==> config.mk <==
export PLATFORM = sky130hd
export DESIGN_NAME = qfg_front
export DESIGN_NICKNAME = d
export VERILOG_FILES = /design/src/hw/rtl/qfg_pkg.sv /design/src/hw/rtl/qfg_front.sv
export SDC_FILE = /design/constraint.sdc
export NUM_CORES = 2
export LEC_CHECK = 0
export BUFFER_PORTS_ARGS = -buffer_cell sky130_fd_sc_hd__buf_2
export CAP_MARGIN = 20
export CELL_PAD_IN_SITES_DETAIL_PLACEMENT = 1
export CELL_PAD_IN_SITES_GLOBAL_PLACEMENT = 1
export CORE_AREA = 3 3 534 404
export DETAILED_ROUTE_END_ITERATION = 6
export DIE_AREA = 0 0 537 407
export PLACE_DENSITY = 0.77
export SYNTH_ARGS = -nofsm -noshare
export SYNTH_HDL_FRONTEND = slang
export SYNTH_SLANG_ARGS = --single-unit
==> constraint.sdc <==
create_clock -name aclk -period 25.6 [get_ports aclk]
set_input_delay 5.12 -clock aclk [delete_from_list [all_inputs] [get_ports aclk]]
set_output_delay 5.12 -clock aclk [all_outputs]
set_load 0.03 [all_outputs]
==> src/hw/rtl/qfg_pkg.sv <==
// Shared types, constants and codes for the quadratic field gather block.
// No dependencies; imported by qfg_front, qfg_mac, qfg_outq and the top level.
`default_nettype none
package qfg_pkg;

    localparam int DATA_W          = 32;
    localparam int GRID_COUNT      = 10;
    localparam int SEL_W           = 4;
    localparam int IDX_W           = 10;
    localparam int DFN_W           = 20;
    localparam int CFG_IDX_W       = 2;
    localparam int DEF_GRID_NODES  = 1024;
    localparam int FIFO_DEPTH      = 4;
    localparam int W_W             = 17;   // unsigned Q1.16 weight, 1.0 included
    localparam int LOC_W           = 34;   // signed local node index
    localparam int CTR_W           = 33;   // signed centre index
    localparam int DIST_W          = 18;   // signed Q2.16 distance
    localparam int PROD_W          = 50;
    localparam logic [DATA_W-1:0] ICL_RESET = 32'h0001_0000;

    // Grids gathered on the dual centre: Ex, By, Bz and Jx.
    localparam logic [GRID_COUNT-1:0] DUAL_MASK = 10'b00_0111_0001;

    typedef enum logic {
        CMD_WRITE  = 1'b0,
        CMD_GATHER = 1'b1
    } cmd_e;

    typedef enum logic [CFG_IDX_W-1:0] {
        CFG_INV_CELL_LEN = 2'd0,
        CFG_DOMAIN_FIRST = 2'd1
    } cfg_reg_e;

    typedef logic [2:0][W_W-1:0] weight3_t;

    typedef struct packed {
        cmd_e              cmd;
        logic [SEL_W-1:0]  sel;
        logic [IDX_W-1:0]  idx;
        logic [DATA_W-1:0] val;
    } wr_fields_t;

    typedef struct packed {
        wr_fields_t        wf;
        logic [LOC_W-1:0]  local_p;
        logic [LOC_W-1:0]  local_d;
        weight3_t          wp;
        weight3_t          wd;
    } item_t;

    // One memory step as it travels beside the read data.
    typedef struct packed {
        logic              valid;
        logic              is_write;
        logic              first;
        logic              last;
        logic [W_W-1:0]    wp;
        logic [W_W-1:0]    wd;
        logic              in_p;
        logic              in_d;
    } step_tag_t;

    typedef struct packed {
        logic [GRID_COUNT-1:0][DATA_W-1:0] f;
        logic                              oor;
    } result_t;

endpackage
`default_nettype wire

==> src/hw/rtl/qfg_front.sv <==
// Front pipeline: position scaling, centre rounding, local indexing and spline weights.
// Depends on qfg_pkg.
`default_nettype none
module qfg_front
    import qfg_pkg::*;
(
    input  wire                     aclk,
    input  wire                     aresetn,
    input  wire                     in_valid,
    output logic                    in_ready,
    input  wire wr_fields_t         in_wf,
    input  wire [DATA_W-1:0]        in_pos,
    input  wire [DATA_W-1:0]        icl,
    input  wire [DFN_W-1:0]         dfn,
    output logic                    out_valid,
    input  wire                     out_ready,
    output item_t                   out_item
);

    function automatic weight3_t spline_weights(input logic signed [DIST_W-1:0] d);
        logic signed [35:0] d2;
        logic signed [35:0] dd;
        logic signed [35:0] t0;
        logic signed [35:0] t2;
        weight3_t           w;
        begin
            d2 = d * d;
            dd = 36'(d) <<< 16;
            t0 = d2 - dd + 36'sd1073741824 + 36'sd65536;
            t2 = d2 + dd + 36'sd1073741824 + 36'sd65536;
            w[0] = t0[33:17];
            w[2] = t2[33:17];
            w[1] = W_W'(17'd65536 - w[0] - w[2]);
            return w;
        end
    endfunction

    logic                     v1_reg, v2_reg, v3_reg, v4_reg;
    logic                     rdy2, rdy3, rdy4;
    wr_fields_t               f1_reg, f2_reg, f3_reg;
    logic [DATA_W-1:0]        pos1_reg;
    logic signed [63:0]       x2_reg;
    logic [CTR_W-1:0]         cp3_reg, cd3_reg;
    logic signed [DIST_W-1:0] dp3_reg, dd3_reg;
    item_t                    item4_reg;

    logic signed [64:0]       prod;
    logic [63:0]              s;
    logic                     tie_p, tie_d;
    logic [CTR_W-1:0]         cp_next, cd_next;
    logic [32:0]              bp, bd, rp, rd;
    logic [DIST_W-1:0]        dp_next, dd_next;

    assign rdy4     = !v4_reg || out_ready;
    assign rdy3     = !v3_reg || rdy4;
    assign rdy2     = !v2_reg || rdy3;
    assign in_ready = !v1_reg || rdy2;

    assign prod = $signed(pos1_reg) * $signed({1'b0, icl});

    // Half away from zero: a negative value exactly on a half rounds one further down.
    always_comb begin
        s       = x2_reg + 64'sd2147483648;
        tie_p   = x2_reg[63] && (s[31:0] == 32'd0);
        tie_d   = s[63] && (x2_reg[31:0] == 32'd0);
        cp_next = {s[63], s[63:32]} - CTR_W'(tie_p);
        cd_next = {x2_reg[63], x2_reg[63:32]} + CTR_W'(1) - CTR_W'(tie_d);
        bp      = tie_p ? 33'h1_0000_0000 : {1'b0, s[31:0]};
        bd      = tie_d ? 33'h1_0000_0000 : {1'b0, x2_reg[31:0]};
        rp      = bp + 33'h8000;
        rd      = bd + 33'h8000;
        dp_next = {1'b0, rp[32:16]} - 18'd32768;
        dd_next = {1'b0, rd[32:16]} - 18'd32768;
    end

    always_ff @(posedge aclk) begin
        if (!aresetn) begin
            v1_reg <= 1'b0;
            v2_reg <= 1'b0;
            v3_reg <= 1'b0;
            v4_reg <= 1'b0;
        end else begin
            if (in_ready) begin
                v1_reg <= in_valid;
            end
            if (rdy2) begin
                v2_reg <= v1_reg;
            end
            if (rdy3) begin
                v3_reg <= v2_reg;
            end
            if (rdy4) begin
                v4_reg <= v3_reg;
            end
        end
    end

    always_ff @(posedge aclk) begin
        if (in_ready) begin
            f1_reg   <= in_wf;
            pos1_reg <= in_pos;
        end
        if (rdy2) begin
            f2_reg <= f1_reg;
            x2_reg <= prod[63:0];
        end
        if (rdy3) begin
            f3_reg  <= f2_reg;
            cp3_reg <= cp_next;
            cd3_reg <= cd_next;
            dp3_reg <= dp_next;
            dd3_reg <= dd_next;
        end
        if (rdy4) begin
            item4_reg.wf      <= f3_reg;
            item4_reg.local_p <= {cp3_reg[CTR_W-1], cp3_reg} - LOC_W'(dfn);
            item4_reg.local_d <= {cd3_reg[CTR_W-1], cd3_reg} - LOC_W'(dfn);
            item4_reg.wp      <= spline_weights(dp3_reg);
            item4_reg.wd      <= spline_weights(dd3_reg);
        end
    end

    assign out_valid = v4_reg;
    assign out_item  = item4_reg;

endmodule
`default_nettype wire

[After elaboration in Yosys (flattened, before gate mapping)]
Cells that the tools add are included.
Word-level totals
  register bits: 560
  output and inout bits: 219
  logic and storage cells: 77
Operators by class
  add/sub/neg operators: 26
  multiply operators: 3
  muxes and demuxes: 2
  reductions and logical operators: 12
Operator list (number)
  34-bit by 18-bit adder with 34-bit output, second input constant: 4
  34-bit by 32-bit adder with 34-bit output, second input constant: 4
  34-bit adder: 2
  18-bit by 18-bit multiplier with 34-bit output: 2
  33-bit by 21-bit subtractor with 34-bit output: 2
  34-bit subtractor: 2
  33-bit by 16-bit adder with 33-bit output, second input constant: 2
  33-bit 2-to-1 mux: 2
  64-bit by 33-bit adder with 64-bit output, second input constant: 1
  32-bit logical NOT: 2
  32-bit by 33-bit multiplier with 64-bit output: 1
  17-bit by 16-bit subtractor with 18-bit output, second input constant: 2
  17-bit subtractor: 2
  17-bit subtractor, first input constant: 2
  32-bit by 2-bit adder with 33-bit output, second input constant: 1
  32-bit by 2-bit subtractor with 33-bit output: 1
  33-bit by 1-bit subtractor with 33-bit output: 1
  1-bit logical NOT: 4
  1-bit logical OR: 4
  1-bit logical AND: 2

[Logic depth before layout (Yosys ltp)]
  depth in word-level cells: 6
  mapped depth: 49
  gate-level depth less buffers: 47

[Worst setup path before layout]
OpenSTA, ideal clock, no wires.
  kind: input port to output port
  start point: input port out_ready
  end point: output port in_ready
  arrival time: 7262 ps
  data required time: 20480 ps
  setup slack: 13218 ps
  stages on the path: 3
  path buffers: 0
  path through: nor2b_1 > and3_1 > nand2_1
Between the ends
  word-level cells in the longest chain between the ends: 4
Ends and longest elaborated chain
  from (decl): line qfg_front.sv:16  | input wire out_ready,
  1-bit logical OR: line qfg_front.sv:54  | assign rdy4 = !v4_reg || out_ready;
  1-bit logical OR: line qfg_front.sv:55  | assign rdy3 = !v3_reg || rdy4;
  1-bit logical OR: line qfg_front.sv:56  | assign rdy2 = !v2_reg || rdy3;
  1-bit logical OR: line qfg_front.sv:57  | assign in_ready = !v1_reg || rdy2;
  to (decl): line qfg_front.sv:10  | output logic in_ready,
No other way between the ends.

[Final worst setup path]
  start point: input port icl[24]
  end point: register x2_reg[55] (data pin)
Between the ends
  word-level cells in the longest chain between the ends: 1
Ends and longest elaborated chain
  from (decl): line qfg_front.sv:13  | input wire [DATA_W-1:0] icl,
  32-bit by 33-bit multiplier with 64-bit output: line qfg_front.sv:59  | assign prod = $signed(pos1_reg) * $signed({1'b0, icl});
  net prod[55]: line qfg_front.sv:47  | logic signed [64:0] prod;
  to (signal assigned): line qfg_front.sv:105  | x2_reg <= prod[63:0];
  to (decl): line qfg_front.sv:42  | logic signed [63:0] x2_reg;
The timed path passes the listed nets, and every way through them passes these cells.
A chain may end at the register's enable or synchronous reset.

==> flow_summary.ini <==
[clock_network]
ctsResizeCount = 0
clk_pin_slew_ns = 0.06
cts_setup_buffers = 0
clk_latency_ns = 0.75
cts_tree = yes
clk_path_buf_depth = 3
cts_buffers = 59
cts_root_buf = clkbuf_16
htree_levels = 2
cts_sinks = 560
holdBufCountCts = 0

[hold_path]
hold_path_depth = 0
hp-class = reg -> reg

[sta]
finalCritPeriodShare_pct = 49.8
rsz0062_at_grt = false
period_minus_slack_ns = 12.74
slew_violations = 0
relSlewSlack_pct = 23.4
fmax_mhz = 78.5
setup_tns_ns = 0
worst_slew_pin_slew_ns = 1.15
setup_viol = 0
hold_violations = 0
finalClockSkew_ns = 0.100

[synth]
synth_top_area_share_pct = 35.0
postSynthCellCount = 8564
syn_nets = 11022
ys.flop_type = edfxtp_1
seq_area_frac_synth_pct = 19.9
synth_warnings = 0
syn_area_per_cell_um2 = 9.83
synth_edf_count = 556
synthDistinctLibCells = 94
synthesis.area_um2 = 84200
synth_area_leaders = fa_1, edfxtp_1, ha_1
ys_ff_latch = 560
synth_top_area_cell = fa_1
synth-async-reset-ratio_pct = 0

[cells_and_area]
synthToLayoutAreaGrowth_pct = 8.13
fin_cells = 11644
drive_gt1_share_pct = 6.41
largest_register_ffs = 217
finalInstanceArea_um2 = 91000
final_net_count = 11234

[detailed_routing]
ant_nets = 0
drtPass1Iterations = 5
initialDrtViolationCount = 3779
avgRoutedWirePerCell_um = 22.0
vias = 60673
drc = 0
drt_wl_total_um = 257000
vias_per_cell = 5.21

[setup_path]
ff2ff_setup_slack_ns = 13.56
setup.worst_path.start_class = primary input
path_class = in -> reg
path_max_fanout = 32
worstPathRequired_ns = 26.07
worst-r2r-cell-count = 44
worstPathArrival_ns = 13.21
endpoint_kind = flop

[place]
portBuffers = 353
place_area_um2 = 89000
place.gp.congestion = 0.918
dp_hpwl_um = 203000
dp.cells = 11525

[global_routing]
grt_pass1_wl_um = 400000
grt_pass1_vias = 69172
grt_max_degree = 84
grt.total_usage_pct = 23.7
antenna_found_initial = 29
overflow = 0

[floorplan]
fp.dieArea_um2 = 219000
die_w_um = 537
core_area_um2 = 211000
start_util_pct = 40.0
rows = 146
ios = 354
dieHeight_um = 407

[run_status]
status = completed

[flow_run]
cap_viol_max_count = 0
-- cell type report --
| class | instances | area (µm²) |
|---|---|---|
| fill | 23906 | 120000 |
| multi-input combinational | 5672 | 58700 |
| sequential | 560 | 16800 |
| inverter | 2055 | 7720 |
| tap | 2812 | 3520 |
| timing repair buffer | 428 | 2370 |
| clock buffer | 73 | 1590 |
| clock inverter | 32 | 359 |
| antenna | 12 | 30.0 |
-- critical path, cell delays in order --
cell and delay (ns):
buf_2 0.69, nand2_1 0.20, fa_1 0.57, inv_1 0.06, fa_1 0.51, fa_1 0.55
inv_1 0.06, fa_1 0.49, fa_1 0.53, fa_1 0.50, inv_1 0.05, fa_1 0.48
inv_1 0.05, fa_1 0.50, inv_1 0.06, ha_1 0.44, a21oi_1 0.27, o21ai_1 0.16
a32oi_1 0.31, a21oi_1 0.10, a311oi_1 0.62, o21ai_1 0.24, nand4_1 0.17, a21boi_0 0.12
o21ai_0 0.23, xnor2_1 0.11
-- cell usage in the layout, fill, tap and decap left out, drive strengths merged, types with 100 or more instances in the layout --
cell | synthesis | routed
a21oi | 219 | 219
inv | 2040 | 2045
nor2 | 341 | 341
o21ai | 137 | 137
nand2 | 1120 | 1120
xor2 | 130 | 130
ha | 850 | 850
buf | 11 | 428
xnor2 | 293 | 293
and2 | 263 | 263
edfxtp | 556 | 556
fa | 1473 | 1473
a21o | 100 | 100
-- path summary, 6_finish.rpt --
path	start	to
max	icl[24]	x2_reg[55]
min	f1_reg[20]	f2_reg[20]
max reg2reg	dd3_reg[3]	out_item[33]
min reg2reg	f1_reg[20]	f2_reg[20]
-- metal layers --
layer	track usage [%]	vias to the layer above	routed length (µm)
met5	0	-	13
met2	39.8	1863	123000
met3	5.48	401	20000
li1	-	26735	-
met4	6.56	2	7560
met1	30.7	31672	106000
-- cells in the mapped netlist, types with 40 or more instances --
master    count
a21o_1      100
a21oi_1     219
and2_1      261
clkbuf_1    266
edfxtp_1    556
fa_1       1473
ha_1        850
inv_1      2034
nand2_1    1119
nand2b_1     68
nand3_1      90
nor2_1      341
nor3_1       83
o21ai_0     131
o21bai_1     40
xnor2_1     293
xor2_1      130
-- kinds of logic after synthesis --
| family | count (synthesis) | synth area share (%) |
|---|---|---|
| compound gates | 734 | 5.68 |
| fa+ha+maj | 2323 | 47.7 |
| buf+inv | 2332 | 10.4 |
| mux | 10 | 0.123 |
| simple gates | 2181 | 11.8 |
| xor+xnor | 424 | 4.43 |
| flops | 560 | 19.9 |
-- per-stage QoR --
| step | setup slack (ns) | hold WS [ns] | util, % |
|---|---|---|---|
| after global placement | 12.34 | 0.400 | 42.3 |
| after CTS | 12.92 | 0.376 | 43.2 |
| after detailed placement | 12.12 | 0.405 | 42.3 |
| after global routing | 12.45 | 0.403 | 43.2 |
| after floorplan | 13.22 | 0.400 | - |
| final | 12.86 | 0.379 | 43.2 |
Power is left out: the tool's default activity adds up to more than one toggle a clock period on the data nets, which glitch-free logic cannot reach.
