<file path="src/hw/rtl/qfg_pkg.sv">
// Shared types, constants and codes for the quadratic field gather block.
// No dependencies; imported by qfg_front, qfg_mac, qfg_outq and the top level.
`default_nettype none
package qfg_pkg;

    localparam int DATA_W          = 32;
    localparam int GRID_COUNT      = 10;
    localparam int SEL_W           = 4;
    localparam int IDX_W           = 10;
    localparam int DFN_W           = 20;
    localparam int CFG_IDX_W       = 2;
    localparam int DEF_GRID_NODES  = 1024;
    localparam int FIFO_DEPTH      = 4;
    localparam int W_W             = 17;   // unsigned Q1.16 weight, 1.0 included
    localparam int LOC_W           = 34;   // signed local node index
    localparam int CTR_W           = 33;   // signed centre index
    localparam int DIST_W          = 18;   // signed Q2.16 distance
    localparam int PROD_W          = 50;
    localparam logic [DATA_W-1:0] ICL_RESET = 32'h0001_0000;

    // Grids gathered on the dual centre: Ex, By, Bz and Jx.
    localparam logic [GRID_COUNT-1:0] DUAL_MASK = 10'b00_0111_0001;

    typedef enum logic {
        CMD_WRITE  = 1'b0,
        CMD_GATHER = 1'b1
    } cmd_e;

    typedef enum logic [CFG_IDX_W-1:0] {
        CFG_INV_CELL_LEN = 2'd0,
        CFG_DOMAIN_FIRST = 2'd1
    } cfg_reg_e;

    typedef logic [2:0][W_W-1:0] weight3_t;

    typedef struct packed {
        cmd_e              cmd;
        logic [SEL_W-1:0]  sel;
        logic [IDX_W-1:0]  idx;
        logic [DATA_W-1:0] val;
    } wr_fields_t;

    typedef struct packed {
        wr_fields_t        wf;
        logic [LOC_W-1:0]  local_p;
        logic [LOC_W-1:0]  local_d;
        weight3_t          wp;
        weight3_t          wd;
    } item_t;

    // One memory step as it travels beside the read data.
    typedef struct packed {
        logic              valid;
        logic              is_write;
        logic              first;
        logic              last;
        logic [W_W-1:0]    wp;
        logic [W_W-1:0]    wd;
        logic              in_p;
        logic              in_d;
    } step_tag_t;

    typedef struct packed {
        logic [GRID_COUNT-1:0][DATA_W-1:0] f;
        logic                              oor;
    } result_t;

endpackage
`default_nettype wire

</file>
<file path="src/hw/rtl/qfg_outq.sv">
// Small result queue between the accumulator and the result channel.
// Depends on qfg_pkg.
`default_nettype none
module qfg_outq
    import qfg_pkg::*;
(
    input  wire              aclk,
    input  wire              aresetn,
    input  wire              push,
    input  wire result_t     push_data,
    output logic             out_valid,
    input  wire              out_ready,
    output result_t          out_data
);

    localparam int PW = $clog2(FIFO_DEPTH);

    result_t         mem_reg [FIFO_DEPTH];
    logic [PW-1:0]   wr_ptr_reg, rd_ptr_reg;
    logic [PW:0]     cnt_reg;
    logic            pop;

    assign out_valid = (cnt_reg != '0);
    assign out_data  = mem_reg[rd_ptr_reg];
    assign pop       = out_valid && out_ready;

    always_ff @(posedge aclk) begin
        if (!aresetn) begin
            wr_ptr_reg <= '0;
            rd_ptr_reg <= '0;
            cnt_reg    <= '0;
        end else begin
            if (push) begin
                wr_ptr_reg <= (wr_ptr_reg == PW'(FIFO_DEPTH - 1)) ? '0 : wr_ptr_reg + 1'b1;
            end
            if (pop) begin
                rd_ptr_reg <= (rd_ptr_reg == PW'(FIFO_DEPTH - 1)) ? '0 : rd_ptr_reg + 1'b1;
            end
            cnt_reg <= cnt_reg + (PW+1)'(push) - (PW+1)'(pop);
        end
    end

    always_ff @(posedge aclk) begin
        if (push) begin
            mem_reg[wr_ptr_reg] <= push_data;
        end
    end

endmodule
`default_nettype wire

</file>
<file path="config.mk">
export PLATFORM = sky130hd
export DESIGN_NAME = qfg_outq
export DESIGN_NICKNAME = d
export VERILOG_FILES = /design/src/hw/rtl/qfg_pkg.sv /design/src/hw/rtl/qfg_outq.sv
export SDC_FILE = /design/constraint.sdc
export NUM_CORES = 1
export LEC_CHECK = 0
export BUFFER_PORTS_ARGS = -buffer_cell sky130_fd_sc_hd__buf_2
export CAP_MARGIN = 20
export CELL_PAD_IN_SITES_DETAIL_PLACEMENT = 2
export CELL_PAD_IN_SITES_GLOBAL_PLACEMENT = 2
export CORE_AREA = 3 3 261 455
export CTS_CLUSTER_SIZE = 28
export DETAILED_ROUTE_END_ITERATION = 8
export DIE_AREA = 0 0 264 458
export GPL_ROUTABILITY_DRIVEN = 0
export PLACE_DENSITY_LB_ADDON = 0.1
export SKIP_CTS_REPAIR_TIMING = 1
export SLEW_MARGIN = 40
export SYNTH_ARGS = -nofsm -noshare
export SYNTH_HDL_FRONTEND = slang
export SYNTH_SLANG_ARGS = --single-unit
</file>
<file path="constraint.sdc">
create_clock -name aclk -period 8.1 [get_ports aclk]
set_input_delay 0.81 -clock aclk [delete_from_list [all_inputs] [get_ports aclk]]
set_output_delay 0.81 -clock aclk [all_outputs]
set_load 0.02 [all_outputs]
</file>
**After elaboration in Yosys (flattened, before gate mapping)**

Memories as Yosys holds them, arrays and structs flattened. A register that Yosys moved wholly into a read port is not among the register bits.
Cells that the tools add are included.

- Reduce and logical (&&, ||, !) cells: 2
- $add $sub $neg: 4
- Mux-type cells: 6
- Equal/unequal tests: 2

Operators with widths:

| operator | count |
|---|---|
| 2-to-1 mux 2 bit | 4 |
| adder 2 x 1 -> 2 bit, second input constant | 2 |
| == test 2 bit, second input constant | 2 |
| adder 3 x 1 -> 3 bit | 1 |
| nonzero test 3 bit | 1 |
| subtractor 3 x 1 -> 3 bit | 1 |
| 2-to-1 mux 1 bit | 2 |
| logical AND 1 bit | 1 |

- Bits in writable memories: 1284
- Register bits after elaboration: 7
- Input port bits: 325
- Memories kept: 1

Memories:

| name | words | bits a word | read ports | clocked after Yosys merged registers in | wr ports | line | RTL |
|---|---|---|---|---|---|---|---|
| mem_reg | 4 | 321 | 1 | 1 | 1 | qfg_outq.sv:18 | `result_t mem_reg [FIFO_DEPTH];` |

**Longest topological paths before layout**

Gate-level depths: netlist (run 1).

- Depth in word-level cells: 4
- Depth in mapped cells: 8
- Mapped depth without buffers: 8

**Least setup slack after synthesis (run 1)**

OpenSTA, ideal clock, no wires.

- Path kind: in2reg
- Start: input port push
- End: memory mem_reg[0][0] (netlist bit), enable pin
- Arrival: 8044 ps
- Required time: 7377 ps
- Path buffers: 0
- Slack: -667 ps
- Library setup time: 723 ps
- Stages on the path: 1
- Cell sequence: and2_1

- Word-level cells in the longest chain between the ends: 2

Ends and longest elaborated chain:

| item | line | RTL |
|---|---|---|
| from (decl) | qfg_outq.sv:9 | `input wire push,` |
| 2-to-1 mux 1 bit | qfg_outq.sv:44 | `if (push) begin` |
| 2-to-1 mux 1 bit (implied by the code) | qfg_outq.sv:45 | `mem_reg[wr_ptr_reg] <= push_data;` |
| to (decl) | qfg_outq.sv:18 |  |

Every way passes these cells.

==> results of run 1 <==
-- final timing paths --
check	from	endpoint	slack, ns	cells after the start
max reg2reg	wr_ptr_reg[0]$_SDFFE_PN0P_	mem_reg[3][166]$_DFFE_PP_	5.57	4
min reg2reg	rd_ptr_reg[1]$_SDFFE_PN0N_	flop	0.50	2
min	push_data[130]	mem_reg[0][130]$_DFFE_PP_	0.30	1
max	flop	out_data[113]	3.78	4
-- kinds of logic (layout without fill, tap and decap cells) --
kind of cell	Yosys count	after routing
fa+ha+maj	8	8
other cells	0	35
mux	324	324
compound gates	2	2
xor+xnor	1	1
buf+inv	78	909
simple gates	15	15
flops	1293	1293
-- Yosys cell counts, drive strengths merged (2+ instances only) --
cell type	instances
or3b	2
edfxtp	1284
inv	6
mux4	321
ha	7
nor2	3
nand2	3
and2	5
mux2i	3
buf	66
clkbuf	6
dfxtp	9
-- per-stage QoR --
stage                     power, W  utilization  setup slack, ns  hold WS (ns)  instances
after global placement      0.0113        0.447             4.38         0.472       3819
after global routing        0.0173        0.482             3.60         0.259       4070
final                       0.0166        0.483             3.78         0.301       4090
after floorplan             0.0103            -             2.93         0.461       1721
after CTS                   0.0169        0.481             3.57         0.229       4052
after detailed placement    0.0114        0.449             4.40         0.496       3829
-- worst max-delay path: stages (launching register included) --
cell	delay, ns
dfxtp_4	0.78
buf_4	0.60
buf_4	0.74
mux4_2	0.42
buf_2	0.18
-- routing by layer --
metal / part of all wire / vias up
met4: 0.030 / 48
li1: - / 9021
met5: 0.0026 / -
met1: 0.38 / 11500
met3: 0.090 / 215
met2: 0.50 / 713
-- power groups by stage --
stage / clock (W) / combinational, W / sequential, W
after floorplan: 0 / 0.00246 / 0.00787
after global placement: 0 / 0.00338 / 0.00790
after detailed placement: 0 / 0.00344 / 0.00793
after CTS: 0.00566 / 0.00346 / 0.00778
after global routing: 0.00591 / 0.00361 / 0.00780
final: 0.00549 / 0.00338 / 0.00777
-- area by class of cell --
cell class | count | share of cell area
repair buffers | 680 | 0.0686
diodes | 35 | 0.00157
clock buffers | 140 | 0.0548
multi-input cells | 350 | 0.134
inverters | 6 | 0.000404
well taps | 1503 | 0.0337
flip-flops and latches | 1293 | 0.694
clock inverters | 83 | 0.0124
==> summary.txt, run 1 <==
Detailed routing
  – Vias: about 21000
  – Wirelength, routed: 120000 µm
  – Detailed-route vias per instance: 5.25
  – Initial DRC Count: 1512
  – Routed len/inst: 29.4 µm
  – DR pass1 iterations: 5
  – DRC Markers: 0
  – Routed Antenna Nets: 0

Power
  – Pint: roughly 0.012 W
  – Leakage power: 18.4 nW
  – Clk network pwr share: 0.330
  – Switch Pwr: 0.00459 W
  – Pwr/cell area: 298 mW/mm²
  – Sequential share of power: 0.467
  – Maximum vdd drop: 223 µV
  – Power share of the combinational group: 0.203
  – Net Sw Frac: 0.276

Yosys
  – Synth warnings: 0
  – Mux cell area share after synthesis: 0.154
  – Commonest register cell after synthesis: edfxtp_1
  – Post-synthesis sequential area ratio: 0.823
  – Syn Inst Count: 1721
  – Main combinational cell family by area after synthesis: multiplexers
  – Syn Nets: 2054
  – Post-synthesis register bit count: 1293
  – Async SR Flop Fraction: 0
  – Synth Area in Simple Gates: 0.00178
  – Post-synth EDFFs: 1284
  – Post-synthesis compound-gate area fraction: 0.000292
  – Synthesized area per cell: 27.4 µm²
  – Post-Syn Area: ~0.047 mm²
  – Synth area leaders: edfxtp_1, mux4_2, buf_12
  – Post-Synth XOR/XNOR Area: 0.000478
  – Post-synthesis adder-cell area fraction: 0.00228
  – Yosys top cell area share: 0.819
  – Cell variety after synth: 21
  – Area leader, netlist: edfxtp_1

Final layout
  – Commonest cells after routing, fill and taps aside: edfxtp_1, buf_2, mux4_2, clkbuf_16, clkinv_1
  – Multi-input gate area in the final layout: 0.00750 mm²
  – Number of flip-flops under the largest register name: 1284
  – Register Area: 0.0387 mm²
  – Most common cell after layout, fill and taps aside: edfxtp_1
  – Area grow syn2layout: 18.5%
  – Proportion of layout cells with a drive suffix above 1: 0.460
  – Final instance area: 0.0558 mm²
  – Fillcell total: between 10000 and 15000
  – Nets: 2783

Floorplanning
  – Initial Utilization: 0.407
  – # IOs: 647
  – Die span in y: 458 µm
  – Core Rows: roughly 170
  – Core Footprint: 0.116 mm²
  – Chip width: around 260 µm
  – Die ar.: 0.121 mm²

STA
  – Highest clock rate: 0.231 GHz
  – Total negative slack: 0 ns
  – Max-slew headroom: 0.438
  – Final hold vios: 0
  – Part of the cycle the worst path needs: 0.534
  – Min cycle time layout: 4.32 ns
  – Max-slew violations: 0
  – RSZ-0062 raised after global routing: no
  – Final clock skew: 0.0226 ns
  – Worst Tran Pin Value: 0.843 ns
  – Final setup viols: 0

GRT
  – GR Util met1: 0.242
  – Total grt overflow: 0
  – Global routing usage on met2: 0.327
  – Antenna violations before repair: 65
  – First-pass GRT wire length: 177000 µm
  – Routing usage on met3: 0.0744
  – Tot GR Track Use: 0.199
  – Largest net degree at the start of global routing: 118
  – Vias in the first global route: 24400
  – Global routing's busiest layer: met2

Place
  – Post-DP HPWL: 76600 µm
  – Port bufs: 646
  – Dpl cell area: between 0.05 and 0.06 mm²

Clock network
  – Sink Count: 1293
  – Clock slew at reported path FFs: 0.06 ns
  – Clock Path Buffers: 3
  – CTS buffer count: 119
  – Worst-Skew Late Latency: 0.71 ns
  – TritonCTS clock tree: done
  – H-tree levels: 3
  – Clock Tree Root: clkbuf_16

Flow run
  – Max-cap violations: 0

Setup path
  – Setup CP Type: flop to primary output
  – Critical path arrival: 3.51 ns
  – Critical path startpoint category: flop
  – Setup crit end kind: primary output
  – Required @ worst endpoint: approximately 7.3 ns
  – CP Max Fanout: 50

Status
  – Status: finished, final reports clean

Hold path
  – Hold crit path type: primary input to flop
(Power assumes the default switching activity.)
==> inputs of run 2 (changes only) <==
--- a/config.mk
+++ b/config.mk
@@ -5,14 +5,15 @@
 export SDC_FILE = /design/constraint.sdc
 export NUM_CORES = 1
 export LEC_CHECK = 0
+export ABC_AREA = 1
 export BUFFER_PORTS_ARGS = -buffer_cell sky130_fd_sc_hd__buf_2
 export CAP_MARGIN = 20
 export CELL_PAD_IN_SITES_DETAIL_PLACEMENT = 2
 export CELL_PAD_IN_SITES_GLOBAL_PLACEMENT = 2
-export CORE_AREA = 3 3 261 455
+export CORE_AREA = 3 3 262 458
 export CTS_CLUSTER_SIZE = 28
 export DETAILED_ROUTE_END_ITERATION = 8
-export DIE_AREA = 0 0 264 458
+export DIE_AREA = 0 0 265 461
 export GPL_ROUTABILITY_DRIVEN = 0
 export PLACE_DENSITY_LB_ADDON = 0.1
 export SKIP_CTS_REPAIR_TIMING = 1
==> constraint.sdc (replaced) <==
create_clock -name aclk -period 4.5 [get_ports aclk]
set_input_delay 0.45 -clock aclk [delete_from_list [all_inputs] [get_ports aclk]]
set_output_delay 0.45 -clock aclk [all_outputs]
set_load 0.02 [all_outputs]
==> run 2 against run 1 <==
  * Count of clock-buffer cells in the layout rose by 13
  * Wire length grew 29%
  * Synthesized cell count grew 84%
  * Critical endpoint is now out_data[226]
  * Highest routed layer unchanged
==> summary.txt, run 2 <==
Setup path
  – Reg2reg start: wr_ptr_reg[1]$_SDFFE_PN0P_
  – Required @ worst endpoint: 4.05 ns
  – Setup CP Type: flop to primary output
  – CP Max Fanout: 112
  – Setup crit end kind: primary output
  – Critical path startpoint category: flop
  – Critical path arrival: approximately 3.3 ns
  – FF-to-FF path depth: 5

Clock network
  – CTS buffer count: 117
  – Clock Path Buffers: 3
  – Clock Tree Root: clkbuf_16
  – H-tree levels: 3
  – Worst-Skew Late Latency: about 0.72 ns
  – Sink Count: about 1300
  – Clock slew at reported path FFs: 0.07 ns
  – TritonCTS clock tree: done

Yosys
  – Synth area leaders: edfxtp_1, nor2_1, o21ai_0
  – Top cells by count, synth: edfxtp_1, nor2_1, o21ai_0
  – Cell variety after synth: 20
  – Yosys top cell area share: 0.809
  – Synthesized area per cell: around 15 µm²
  – Async SR Flop Fraction: 0
  – Syn Inst Count: about 3200
  – Post-Synth XOR/XNOR Area: 0.000184
  – Synth warnings: 0
  – Post-Syn Area: around 0.048 mm²
  – Synth Area in Simple Gates: 0.0524
  – Commonest register cell after synthesis: edfxtp_1
  – Post-synth EDFFs: 1284
  – Post-synthesis adder-cell area fraction: 0.00226
  – Post-synthesis sequential area ratio: 0.812
  – Mux cell area share after synthesis: 0
  – Count leader, synth: edfxtp_1
  – Syn Nets: roughly 3500
  – Post-synthesis compound-gate area fraction: 0.110
  – Area leader, netlist: edfxtp_1
  – Main combinational cell family by area after synthesis: compound AO/OA/AOI/OAI gates
  – Post-synthesis register bit count: 1293

STA
  – Highest clock rate: 0.268 GHz
  – Total negative slack: 0 ns
  – Min cycle time layout: 3.73 ns
  – Part of the cycle the worst path needs: 0.829
  – Max-slew violations: 0
  – Final setup viols: 0
  – RSZ-0062 raised after global routing: no
  – Setup ws final: 0.768 ns
  – Final hold vios: 0
  – Worst Tran Pin Value: 0.852 ns
  – Final clock skew: ~0.022 ns
  – Max-slew headroom: 0.432

Detailed routing
  – Initial DRC Count: approximately 2200
  – DR pass1 iterations: 7
  – Detailed-route vias per instance: 5.50
  – DRC Markers: 0
  – Vias: 31500
  – Routed Antenna Nets: 0
  – Routed len/inst: 27.1 µm
  – Wirelength, routed: about 160000 µm

Power
  – Pwr/cell area: ~580 mW/mm²
  – Total Power: ~0.035 W
  – Maximum vdd drop: 397 µV
  – Leakage power: 20.7 nW

Floorplanning
  – Die span in y: 461 µm
  – Core Footprint: roughly 0.12 mm²
  – Core Rows: about 170
  – Die ar.: roughly 0.12 mm²
  – Chip width: ~270 µm
  – Initial Utilization: 0.409
  – # IOs: ~650

Final layout
  – Fillcell total: between 10000 and 15000
  – Area grow syn2layout: 25.3%
  – Proportion of layout cells with a drive suffix above 1: 0.208
  – Nets: roughly 4400
  – Multi-input gate area in the final layout: 0.00788 mm²
  – Register Area: 0.0387 mm²
  – Most common cell after layout, fill and taps aside: edfxtp_1
  – Number of flip-flops under the largest register name: 1284
  – Commonest cells after routing, fill and taps aside: edfxtp_1, nor2_1, buf_2, o21ai_0, dlygate4sd3_1

Flow run
  – Max-cap violations: 0

GRT
  – Tot GR Track Use: 0.240
  – Largest net degree at the start of global routing: 181
  – Antenna violations before repair: 44
  – First-pass GRT wire length: 219000 µm
  – Vias in the first global route: around 33000
  – Total grt overflow: 0

Place
  – Pre-CTS setup slack: 1.60 ns
  – Port bufs: roughly 650
  – Post-DP HPWL: 90600 µm

Hold path
  – Hold crit path type: primary input to flop
  – Hold path depth: 3
  – Hold Crit Start: out_ready

Status
  – Status: finished, final reports clean
==> run 2: cell count changes after synthesis, moves of 32 or more <==
cell,change
clkbuf_1,+109
nor2_1,+646
o21ai_1,+200
o22ai_1,+321
buf_12,-32
o21ai_0,+442
buf_2,+34
mux4_2,-321
==> run 2: worst max-delay path, stage by stage, from the launching register on <==
cell     delay [ns]
dfxtp_4        0.77
buf_12         0.34
buf_16         0.31
o21ai_0        0.21
o22ai_1        0.38
buf_2          0.25
==> run 2: power by group <==
group	switching [W]	internal (W)	total, W
logic	0.00754	0.00285	0.0104
registers	0.000224	0.0139	0.0141
clock network	0.00447	0.00566	0.0101
total	0.0122	0.0224	0.0346
==> run 2: path summary, 6_finish.rpt <==
check | end | slack (ns)
setup / recovery | out_data[226] | 0.77
hold / removal | rd_ptr_reg[1]$_SDFFE_PN0N_ | 0.14
setup reg to reg | mem_reg[1][250]$_DFFE_PP_ | 2.33
hold reg to reg | wr_ptr_reg[0]$_SDFFE_PN0P_ | 0.55
==> run 2: cells by family after synthesis <==
kind of cell | after synthesis
flops | 1293
compound gates | 968
simple gates | 664
buf+inv | 231
fa+ha+maj | 8
xor+xnor | 1
==> run 2: metrics by stage <==
step	cell area, µm²	hold slack, ns	cells	util
4_1_cts	56400	-0.133	5366	0.483
5_1_grt	59700	0.139	5707	0.512
2_1_floorplan	47700	0.483	3165	-
6_report	59800	0.139	5728	0.512
3_5_place_dp	52600	0.547	5154	0.450
3_3_place_gp	52500	0.532	5150	0.449
==> run 2: routing by layer <==
layer / up-vias / track usage / share of wire
li1: 13900 / - / -
met1: 16400 / 0.281 / 0.39
met2: 946 / 0.404 / 0.50
met3: 200 / 0.105 / 0.084
met4: 24 / 0.0657 / 0.019
met5: - / 0 / 0.00094
==> run 2: cell type report <==
| cell class | count | share of cell area |
|---|---|---|
| clock inverters | 59 | 0.00963 |
| flip-flops and latches | 1293 | 0.648 |
| multi-input cells | 1641 | 0.132 |
| diodes | 38 | 0.00159 |
| inverters | 17 | 0.00157 |
| repair buffers | 1015 | 0.121 |
| clock buffers | 153 | 0.0544 |
| well taps | 1512 | 0.0316 |
==> inputs of run 3 (changes only) <==
==> constraint.sdc (replaced) <==
create_clock -name aclk -period 3.8 [get_ports aclk]
set_input_delay 0.38 -clock aclk [delete_from_list [all_inputs] [get_ports aclk]]
set_output_delay 0.38 -clock aclk [all_outputs]
set_load 0.02 [all_outputs]
==> run 3 against run 2 <==
  * Count of clock-buffer cells in the layout fell by 3
  * Die area unchanged
  * Combinational power grew 19%
  * Sequential share of layout area about the same
  * Clock power grew 19%
  * Cell area about the same
  * Register-to-register slack worse by 0.82 ns
  * Wire length rose by 2.2%
  * Highest routed layer unchanged
==> summary.txt, run 3 (synthesis gave the netlist of run 2 again) <==
GRT
  – Largest net degree at the start of global routing: between 150 and 200
  – GR Util met1: 0.284
  – Tot GR Track Use: 0.243
  – Total grt overflow: 0
  – Routing usage on met3: 0.0981
  – Antenna violations before repair: 36
  – Vias in the first global route: 33700
  – Global routing usage on met2: 0.413
  – Global routing's busiest layer: met2
  – First-pass GRT wire length: 221000 µm

Clock network
  – H-tree levels: 3
  – Clock Tree Root: clkbuf_16
  – Worst-Skew Late Latency: ~0.7 ns
  – Clock Path Buffers: 3
  – CTS buffer count: 119
  – Sink Count: 1293
  – Clock slew at reported path FFs: 0.06 ns
  – TritonCTS clock tree: done

STA
  – Min cycle time layout: 3.34 ns
  – Max-slew violations: 0
  – Hold Worst Slack: between 0.04 and 0.05 ns
  – Part of the cycle the worst path needs: 0.878
  – RSZ-0062 raised after global routing: no
  – Final setup viols: 0
  – Worst Tran Pin Value: 0.967 ns
  – Final hold vios: 0
  – Final clock skew: 0.0188 ns
  – Setup ws final: 0.464 ns
  – Highest clock rate: 0.300 GHz
  – Total negative slack: 0 ns
  – Max-slew headroom: 0.355

Final layout
  – Area grow syn2layout: 25.4%
  – Fillcell total: 10900
  – Commonest cells after routing, fill and taps aside: edfxtp_1, nor2_1, buf_2, o21ai_0, dlygate4sd3_1
  – Multi-input gate area in the final layout: 0.00788 mm²
  – Most common cell after layout, fill and taps aside: edfxtp_1
  – Register Area: 0.0387 mm²
  – Proportion of layout cells with a drive suffix above 1: 0.211
  – Nets: 4434
  – Number of flip-flops under the largest register name: ~1300

Detailed routing
  – Wirelength, routed: approximately 160000 µm
  – Detailed-route vias per instance: 5.49
  – Vias: 31500
  – Initial DRC Count: 2443
  – Routed len/inst: 27.7 µm
  – DRC Markers: 0
  – Routed Antenna Nets: 0
  – DR pass1 iterations: 5

Power
  – Leakage power: 20.8 nW
  – Maximum vdd drop: between 500 and 600 µV
  – Pwr/cell area: 687 mW/mm²
  – Total Power: approximately 0.041 W

Setup path
  – Setup CP Type: flop to primary output
  – CP Buf/Inv Count: 3
  – Critical-path cell list: inv_8 > buf_4 > nor2_1 > o22ai_1 > buf_2
  – Delay of the slowest cell on the worst path: 0.57 ns
  – Critical path arrival: 2.96 ns
  – Crit path max-delay family: buffers and inverters
  – R2R setup slack: 1.51 ns
  – Setup crit end kind: primary output
  – Critical path startpoint category: flop
  – Crit path max-delay cell type: buf_4
  – CP Max Fanout: 90
  – Required @ worst endpoint: roughly 3.4 ns

Place
  – Post-DP HPWL: between 90000 and 100000 µm
  – Pre-CTS setup slack: 1.21 ns
  – Port bufs: ~650

Flow run
  – Max-cap violations: 0

Status
  – Status: finished, final reports clean

Floorplanning
  – Die span in y: 461 µm
  – Die ar.: 0.122 mm²
  – Chip width: around 270 µm
  – # IOs: 647
  – Core Footprint: 0.117 mm²
  – Core Rows: 166
  – Initial Utilization: 0.409

Hold path
  – Hold crit path type: primary input to flop
run 3: layout make-up:
cell class                 count  share of cell area
timing repair buffer        1029               0.123
clock inverter                68              0.0106
antenna                       28             0.00117
clock buffer                 150              0.0528
inverter                      17             0.00157
tap                         1512              0.0316
sequential                  1293               0.648
multi-input combinational   1641               0.132
run 3: where the power goes:
group / internal (W) / switching [W] / leakage, nW / total [W]
combinational: 0.00340 / 0.00902 / 7.05 / 0.0124
sequential: 0.0164 / 0.000245 / 11.9 / 0.0167
clock: 0.00666 / 0.00533 / 1.84 / 0.0120
run 3: metal layers:
layer	share of wire	wire, µm
met5	0.0013	200
met2	0.51	80900
met4	0.020	3110
met3	0.081	12900
met1	0.39	61900
run 3: final timing paths:
| path | start | end | cells after the start |
|---|---|---|---|
| min reg2reg | wr_ptr_reg[0]$_SDFFE_PN0P_ | wr_ptr_reg[0]$_SDFFE_PN0P_ | 2 |
| max reg2reg | wr_ptr_reg[0]$_SDFFE_PN0P_ | mem_reg[2][209]$_DFFE_PP_ | 6 |
| max | flop | out_data[155] | 5 |
| min | out_ready | flop | 4 |
run 3: stage by stage:
stage	utilization	instances	area [µm²]
finish	0.513	5738	59800
global route	0.512	5721	59800
CTS	0.484	5386	56500
detailed placement	0.451	5168	52700
global placement	0.451	5167	52700
floorplan	-	3165	47700
run 3: worst reg2reg max path, delay by kind of cell, from the launching register on:
family | cells | cell delay (ns)
adder cells (fa/ha/maj) | 1 | 0.17
buffers and inverters | 4 | 1.23
flip-flops | 1 | 0.35
AND/OR/NAND/NOR | 1 | 0.06
